<file path="src/rtl/csvrs_pkg.sv">
// Package for the CSV record splitter: item types, codes, character constants.
// Used by every module of the block; depends on nothing else.
`default_nettype none

package csvrs_pkg;

  // Build limits; the result field widths below are sized for these values
  localparam int MAX_FIELDS      = 16;
  localparam int MAX_FIELD_BYTES = 4096;

  localparam int IDX_W = 5;   // field index; limit is clamped to MAX_FIELDS (5 bits)
  localparam int CNT_W = 13;  // byte count; limit is clamped to MAX_FIELD_BYTES (13 bits)

  localparam logic [7:0] CH_QUOTE = 8'h22;
  localparam logic [7:0] CH_COMMA = 8'h2C;
  localparam logic [7:0] CH_LF    = 8'h0A;
  localparam logic [7:0] CH_CR    = 8'h0D;

  typedef enum logic {
    ACT_DATA = 1'b0,
    ACT_END  = 1'b1
  } action_t;

  typedef enum logic [1:0] {
    KIND_BYTE    = 2'd0,
    KIND_REC_END = 2'd1,
    KIND_ERROR   = 2'd2,
    KIND_EMPTY   = 2'd3
  } kind_t;

  typedef enum logic [1:0] {
    ERR_NONE      = 2'd0,
    ERR_FIELDS    = 2'd1,
    ERR_TOO_LONG  = 2'd2,
    ERR_OPEN_QUOTE = 2'd3
  } err_t;

  typedef enum logic {
    REG_MAX_FIELDS = 1'b0,
    REG_STORE_SIZE = 1'b1
  } reg_index_t;

  typedef struct packed {
    action_t    action;
    logic [7:0] byte_in;
  } in_item_t;

  typedef struct packed {
    kind_t       kind;
    logic [3:0]  field_number;
    logic [11:0] position;
    logic [7:0]  byte_out;
    logic [4:0]  field_count;
    err_t        error_code;
  } out_item_t;

  typedef struct packed {
    logic [4:0]  max_fields;
    logic [12:0] store_size;
  } cfg_t;

endpackage

`default_nettype wire

</file>
<file path="src/rtl/csvrs_parse.sv">
// Parser state and per-byte decode for the CSV record splitter.
// Depends on csvrs_pkg; produces at most one result per accepted request.
`default_nettype none

module csvrs_parse
  import csvrs_pkg::*;
(
  input  wire logic      clk,
  input  wire logic      rst,
  input  wire logic      accept,
  input  wire in_item_t  item,
  input  wire cfg_t      cfg,
  output logic           res_valid,
  output out_item_t      res
);

  logic             in_quotes, in_quotes_next;
  logic             quote_pending, quote_pending_next;
  logic             record_started, record_started_next;
  logic [IDX_W-1:0] field_index, field_index_next;
  logic [CNT_W-1:0] byte_count, byte_count_next;
  logic             error_halt, error_halt_next;

  logic [IDX_W-1:0] field_limit;
  logic [CNT_W-1:0] size_limit;

  // Clamp the registers to the build limits.
  always_comb begin
    if (32'(cfg.max_fields) > 32'(MAX_FIELDS)) field_limit = IDX_W'(MAX_FIELDS);
    else field_limit = cfg.max_fields;
    if (32'(cfg.store_size) > 32'(MAX_FIELD_BYTES)) size_limit = CNT_W'(MAX_FIELD_BYTES);
    else size_limit = cfg.store_size;
  end

  always_comb begin
    logic unquoted;
    logic keep;
    logic [7:0] b;
    in_quotes_next      = in_quotes;
    quote_pending_next  = quote_pending;
    record_started_next = record_started;
    field_index_next    = field_index;
    byte_count_next     = byte_count;
    error_halt_next     = error_halt;
    res_valid           = 1'b0;
    res                 = '0;
    unquoted            = 1'b1;
    keep                = 1'b0;
    b                   = item.byte_in;

    if (item.action == ACT_END) begin
      in_quotes_next      = 1'b0;
      quote_pending_next  = 1'b0;
      record_started_next = 1'b0;
      field_index_next    = '0;
      byte_count_next     = '0;
      error_halt_next     = 1'b0;
      if (!error_halt) begin
        res_valid = 1'b1;
        if (!record_started) begin
          res.kind = KIND_EMPTY;
        end else if (in_quotes && !quote_pending) begin
          res.kind       = KIND_ERROR;
          res.error_code = ERR_OPEN_QUOTE;
        end else begin
          res.kind        = KIND_REC_END;
          res.field_count = 5'(field_index) + 5'd1;
        end
      end
    end else if (!error_halt) begin
      record_started_next = 1'b1;
      if (quote_pending) begin
        quote_pending_next = 1'b0;
        if (b == CH_QUOTE) begin
          keep     = 1'b1;
          unquoted = 1'b0;
        end else begin
          in_quotes_next = 1'b0;
        end
      end else if (in_quotes) begin
        unquoted = 1'b0;
        if (b == CH_QUOTE) quote_pending_next = 1'b1;
        else keep = 1'b1;
      end

      if (unquoted) begin
        if (b == CH_QUOTE && byte_count == '0) begin
          in_quotes_next = 1'b1;
        end else if (b == CH_COMMA) begin
          if ({1'b0, field_index} + 6'd1 >= {1'b0, field_limit}) begin
            error_halt_next = 1'b1;
            res_valid       = 1'b1;
            res.kind        = KIND_ERROR;
            res.error_code  = ERR_FIELDS;
          end else begin
            field_index_next = field_index + IDX_W'(1);
            byte_count_next  = '0;
          end
        end else if (b == CH_LF) begin
          in_quotes_next      = 1'b0;
          quote_pending_next  = 1'b0;
          record_started_next = 1'b0;
          field_index_next    = '0;
          byte_count_next     = '0;
          res_valid           = 1'b1;
          res.kind            = KIND_REC_END;
          res.field_count     = 5'(field_index) + 5'd1;
        end else if (b != CH_CR) begin
          keep = 1'b1;
        end
      end

      if (keep) begin
        res_valid = 1'b1;
        if ({1'b0, byte_count} + 14'd1 >= {1'b0, size_limit}) begin
          // Byte is lost; the record halts until end of stream.
          error_halt_next = 1'b1;
          res.kind        = KIND_ERROR;
          res.error_code  = ERR_TOO_LONG;
        end else begin
          res.kind         = KIND_BYTE;
          res.field_number = field_index[3:0];
          res.position     = byte_count[11:0];
          res.byte_out     = b;
          byte_count_next  = byte_count + CNT_W'(1);
        end
      end
    end
  end

  always_ff @(posedge clk) begin
    if (rst) begin
      in_quotes      <= 1'b0;
      quote_pending  <= 1'b0;
      record_started <= 1'b0;
      field_index    <= '0;
      byte_count     <= '0;
      error_halt     <= 1'b0;
    end else if (accept) begin
      in_quotes      <= in_quotes_next;
      quote_pending  <= quote_pending_next;
      record_started <= record_started_next;
      field_index    <= field_index_next;
      byte_count     <= byte_count_next;
      error_halt     <= error_halt_next;
    end
  end

`ifndef ASSERT_OFF
  a_pending_in_quotes: assert property (@(posedge clk) disable iff (rst)
    quote_pending |-> in_quotes)
    else $error("quote pending outside quotes");
  a_idle_record_clear: assert property (@(posedge clk) disable iff (rst)
    !record_started |-> (field_index == '0 && byte_count == '0 && !in_quotes))
    else $error("record state set before any byte");
  a_halt_needs_record: assert property (@(posedge clk) disable iff (rst)
    error_halt |-> record_started)
    else $error("error halt without a started record");
`endif

endmodule

`default_nettype wire

</file>
<file path="src/rtl/csvrs_out_buf.sv">
// Two-entry result buffer (output register plus skid) for the CSV splitter.
// Depends on csvrs_pkg; decouples the parser from the receiver's stall.
`default_nettype none

module csvrs_out_buf
  import csvrs_pkg::*;
(
  input  wire logic      clk,
  input  wire logic      rst,
  input  wire logic      load,
  input  wire out_item_t load_data,
  output logic           full,
  output logic           out_valid,
  input  wire logic      out_stall,
  output out_item_t      out_data
);

  logic      skid_valid;
  out_item_t skid_data;
  logic      take;

  assign take = out_valid && !out_stall;
  assign full = skid_valid;

  always_ff @(posedge clk) begin
    if (rst) begin
      out_valid  <= 1'b0;
      skid_valid <= 1'b0;
    end else if (skid_valid) begin
      // Upstream is held while the skid is occupied.
      if (take) begin
        skid_valid <= 1'b0;
      end
    end else if (load) begin
      if (!out_valid || take) begin
        out_valid <= 1'b1;
      end else begin
        skid_valid <= 1'b1;
      end
    end else if (take) begin
      out_valid <= 1'b0;
    end
  end

  always_ff @(posedge clk) begin
    if (skid_valid) begin
      if (take) out_data <= skid_data;
    end else if (load) begin
      if (!out_valid || take) out_data <= load_data;
      else skid_data <= load_data;
    end
  end

endmodule

`default_nettype wire

</file>
<file path="src/rtl/csv_record_splitter_top.sv">
// Top level of the CSV record splitter: config registers, parser, result buffer.
// Depends on csvrs_pkg, csvrs_parse and csvrs_out_buf.
`default_nettype none

// Usage:
//   Input channel (in_valid / in_stall / in_data): one request per byte of the
//   CSV stream (action = data) or an end-of-stream mark (action = end).
//   Output channel (out_valid / out_stall / out_data): zero or one result per
//   request: a field byte with its field number and position, a record end
//   with its field count, an error code, or an empty-stream mark.
//   Config port (cfg_we / cfg_index / cfg_wdata): index 0 is max_fields,
//   index 1 is the field store size; write only while the block is idle.
//   A result is loaded into the output register, or the skid on a stall,
//   once accepted. Throughput: one request per cycle while in_stall is low;
//   the parser logic between state and output registers is combinational.
//   When the receiver stalls, a two-entry buffer (output register plus skid)
//   absorbs one more result; in_stall then rises until the skid drains.
//   Reset (synchronous, rst high) clears the parser state and the buffer and
//   restores max_fields to 14 and the store size to 2048.
//   After an error, data bytes are dropped silently until the end mark, which
//   clears the error and gives no result.

module csv_record_splitter_top
  import csvrs_pkg::*;
(
  input  wire logic        clk,
  input  wire logic        rst,
  input  wire logic        in_valid,
  output logic             in_stall,
  input  wire in_item_t    in_data,
  output logic             out_valid,
  input  wire logic        out_stall,
  output out_item_t        out_data,
  input  wire logic        cfg_we,
  input  wire logic        cfg_index,
  input  wire logic [12:0] cfg_wdata
);

  cfg_t      cfg;
  logic      accept;
  logic      res_valid;
  out_item_t res;
  logic      buf_full;

  // Config registers; writes are for the user to make only while the block is idle; the block does not enforce it.
  always_ff @(posedge clk) begin
    if (rst) begin
      cfg.max_fields <= 5'd14;
      cfg.store_size <= 13'd2048;
    end else if (cfg_we) begin
      case (reg_index_t'(cfg_index))
        REG_MAX_FIELDS: cfg.max_fields <= cfg_wdata[4:0];
        REG_STORE_SIZE: cfg.store_size <= cfg_wdata;
        default: ;
      endcase
    end
  end

  // Hold requests only while the skid entry is occupied.
  assign in_stall = buf_full;
  assign accept   = in_valid && !in_stall;

  csvrs_parse u_parse (
    .clk       (clk),
    .rst       (rst),
    .accept    (accept),
    .item      (in_data),
    .cfg       (cfg),
    .res_valid (res_valid),
    .res       (res)
  );

  csvrs_out_buf u_out_buf (
    .clk       (clk),
    .rst       (rst),
    .load      (accept && res_valid),
    .load_data (res),
    .full      (buf_full),
    .out_valid (out_valid),
    .out_stall (out_stall),
    .out_data  (out_data)
  );

`ifndef ASSERT_OFF
  a_stall_means_pending: assert property (@(posedge clk) disable iff (rst)
    in_stall |-> out_valid)
    else $error("input held with no result waiting");
  a_error_has_code: assert property (@(posedge clk) disable iff (rst)
    (out_valid && out_data.kind == KIND_ERROR) |-> out_data.error_code != ERR_NONE)
    else $error("error result without a code");
  a_rec_end_count: assert property (@(posedge clk) disable iff (rst)
    (out_valid && out_data.kind == KIND_REC_END) |->
      (out_data.field_count != 5'd0 && out_data.error_code == ERR_NONE))
    else $error("record end with bad count or code");
`endif

endmodule

`default_nettype wire
</file>
<file path="config.mk">
export PLATFORM = sky130hd
export DESIGN_NAME = csv_record_splitter_top
export DESIGN_NICKNAME = d
export VERILOG_FILES = /design/src/rtl/csvrs_pkg.sv /design/src/rtl/csvrs_parse.sv /design/src/rtl/csvrs_out_buf.sv /design/src/rtl/csv_record_splitter_top.sv
export SDC_FILE = /design/constraint.sdc
export NUM_CORES = 1
export LEC_CHECK = 0
export ABC_CLOCK_PERIOD_IN_PS = 11700
export BUFFER_PORTS_ARGS = -buffer_cell sky130_fd_sc_hd__buf_2
export CAP_MARGIN = 10
export CORE_ASPECT_RATIO = 0.9
export CORE_MARGIN = 2
export CORE_UTILIZATION = 41
export DETAILED_ROUTE_END_ITERATION = 8
export GPL_ROUTABILITY_DRIVEN = 0
export MAX_ROUTING_LAYER = met4
export PLACE_DENSITY = 0.64
export SETUP_SLACK_MARGIN = 0.1
export SLEW_MARGIN = 20
export SYNTH_ARGS = -nofsm -noshare
export SYNTH_HDL_FRONTEND = slang
export SYNTH_SLANG_ARGS = --single-unit
</file>
<file path="constraint.sdc">
create_clock -name clk -period 11.7 [get_ports clk]
set_input_delay 1.755 -clock clk [delete_from_list [all_inputs] [get_ports clk]]
set_output_delay 1.755 -clock clk [all_outputs]
set_load 0.01 [all_outputs]
</file>
==> flow_summary.ini <==
[setup_path]
critPathCaptureType = flop
r2r_start = u_parse.byte_count[2]
path_class = in2reg
cp_slowest_stage_delay_ns = 0.54
worstPathRequired_ns = 11.73
worst_path_max_delay_cell = nor4_1
crit_arrival_ns = 4.05
crit_path_max_fanout = 26
crit_path_start = in_data[0]
path_cells = buf_2, nor4_1, nand4b_1, o21ai_0, a22oi_1, nor2_2, buf_4
start_kind = input pin

[drt]
dr.pass1.iters = 4
routed_wirelength_mm = 10.8
ant_nets = 0
vias = 3825
drc_errors = 0
routed_via_density = 5.42
post_drt_wl_per_cell_um = 15.4
drtIter0Drc = 274

[power_and_ir_drop]
power_uw = 824
clock_power_share = 0.369
comb_power_share = 0.104
power_density_nw_per_um2 = 136
switching_share = 0.252
leakage_uw = 0.00245
seqPwrFrac = 0.527
p_int_uw = 616
ir_worst_vdd_v = 0.0000598
p_switching_uw = 208

[timing]
tns_ns = 0
hold_ws_ns = 0.456
finalHoldViolCount = 0
timing.fmax_mhz = 248
fin_crit_sh = 0.344
fin_worst_skew_ns = 0.0131
tightest_slew_ns = 0.998
maxSlewViolCount = 0
relSlewSlack = 0.334
fin_crit_ns = 4.03
rsz0062_at_grt = false
finalSetupViolCount = 0

[yosys]
yosys_warnings = 0
synthCells = 483
ys_ff_latch = 108
netlist_area_um2 = 5340
ys_dominant_reg_cell = edfxtp_1
ys_async_sr_fraction = 0
synth_edf_count = 66
avgSynthCellArea_um2 = 11.0
synth.area.top_cells = edfxtp_1 (37%), dfxtp_1 (16%), mux2_2 (5.3%)
synth-seq-area-share = 0.529
syn_nets = 532
yosysTopAreaCellShare = 0.371
netlist-cell-type-count = 63
synth_largest_area_cell = edfxtp_1

[global_route]
grt_max_degree = 49
grt.overflow.total = 0
track_usage = 0.163
grt_pass1_vias = 3565
grt_pass1_wl_mm = 17.8
antenna_found_initial = 0

[final_layout]
mostFrequentLayoutCells = edfxtp_1 (66), nand2_1 (65), buf_2 (62), dfxtp_1 (41)
antenna_cells = 0
nNetsFinal = 586
syn2layout_area_growth_pct = 13.9
final_layout_size_suffix_gt1_frac = 0.256
final_common_cell = edfxtp_1
instances_no_fill = 706

[clocking]
cts.sinks = 108
cts_buffers = 9
root_buffer = clkbuf_16
clock_tree.buffer_depth = 2
cts_htree_levels = 3
clock_latency_ns = 0.36
tritoncts = yes
path_clk_slew_ns = 0.07
holdBufCountCts = 0
ctsResizeCount = 0
cts_setup_buffers = 0

[floorplan]
ioPinCount = 63
die-area_um2 = 13900
die_w_um = 124
core_area_um2 = 12700
die_y_um = 112
initial_core_util = 0.421
std_cell_rows = 39

[hold_path]
hold_class = reg2reg
hp-start = cfg[0]

[status]
outcome = finished, final reports clean

[place]
dpl.cell_count = 689
numPortBuffers = 62
place_hpwl_mm = 7.72

[flow_run]
maxCapViolCount = 0
## power by group through the flow
stage          combinational (uW)  sequential [uW]  clock [uW]
6_report                     86.0              434         304
5_1_grt                      94.7              436         327
4_1_cts                      84.7              435         312
3_5_place_dp                 84.2              443           0
3_3_place_gp                 82.2              443           0
2_1_floorplan                52.9              446           0
## worst max-delay path, delay by kind of cell
family,cells,cell delay [ns]
compound gates,2,0.44
buf+inv,2,0.54
simple gates,3,1.29
## logic make-up after synthesis
family,count (synthesis),share of synthesized area
compound gates,96,0.126
xor+xnor,13,0.0213
fa+ha+maj,21,0.0492
buf+inv,39,0.0361
flops,108,0.529
mux,27,0.0565
simple gates,179,0.181
## flip-flops by register name (all words and copies together) (netlist names), 5 cells and up
register,cells
cfg,18
u_parse.field_index,5
u_out_buf.skid_data,33
u_out_buf.out_data,33
u_parse.byte_count,13
## per-stage QoR
| stage | utilization | setup WS [ns] | area, um2 |
|---|---|---|---|
| 3_3_place_gp | 0.453 | 7.30 | 5750 |
| 2_1_floorplan | - | 6.11 | 5340 |
| 4_1_cts | 0.477 | 7.50 | 6050 |
| 5_1_grt | 0.479 | 7.50 | 6080 |
| 6_report | 0.479 | 7.67 | 6080 |
| 3_5_place_dp | 0.453 | 7.13 | 5750 |
## Yosys cell counts, types with 7 or more instances
cell	number
clkbuf_1	14
ha_1	21
and2_4	21
inv_1	18
edfxtp_1	66
o21ai_0	10
mux2_2	25
a22o_1	9
nand3_1	13
o31ai_1	7
nor2_1	26
nor3_1	7
dfxtp_1	42
nand2_1	65
a21oi_1	24
nor2b_1	8
xnor2_1	10
## metal layers
layer | vias up | track usage | routed length, um
met5 | - | - | 0
met4 | 0 | 0.0464 | 113
met3 | 6 | 0.0515 | 548
met2 | 96 | 0.232 | 4790
met1 | 1852 | 0.223 | 5400
li1 | 1871 | - | -
## final timing paths
path                                  end  slack (ns)  cells past startpoint
setup reg to reg    u_out_buf.out_data[8]        8.03                     11
hold / removal                     cfg[0]        0.46                      2
setup / recovery  u_out_buf.skid_data[21]        7.67                      7
hold reg to reg                    cfg[0]        0.46                      2
## cell type report
| class | count | area, um2 |
|---|---|---|
| Sequential cell | 108 | 2820 |
| Inverter | 18 | 67.6 |
| Clock inverter | 6 | 62.6 |
| Timing Repair Buffer | 64 | 345 |
| Fill cell | 1199 | 6610 |
| Clock buffer | 10 | 239 |
| Multi-Input combinational cell | 336 | 2330 |
| Tap cell | 164 | 205 |
No activity file was read; power rests on OpenSTA's default activity.
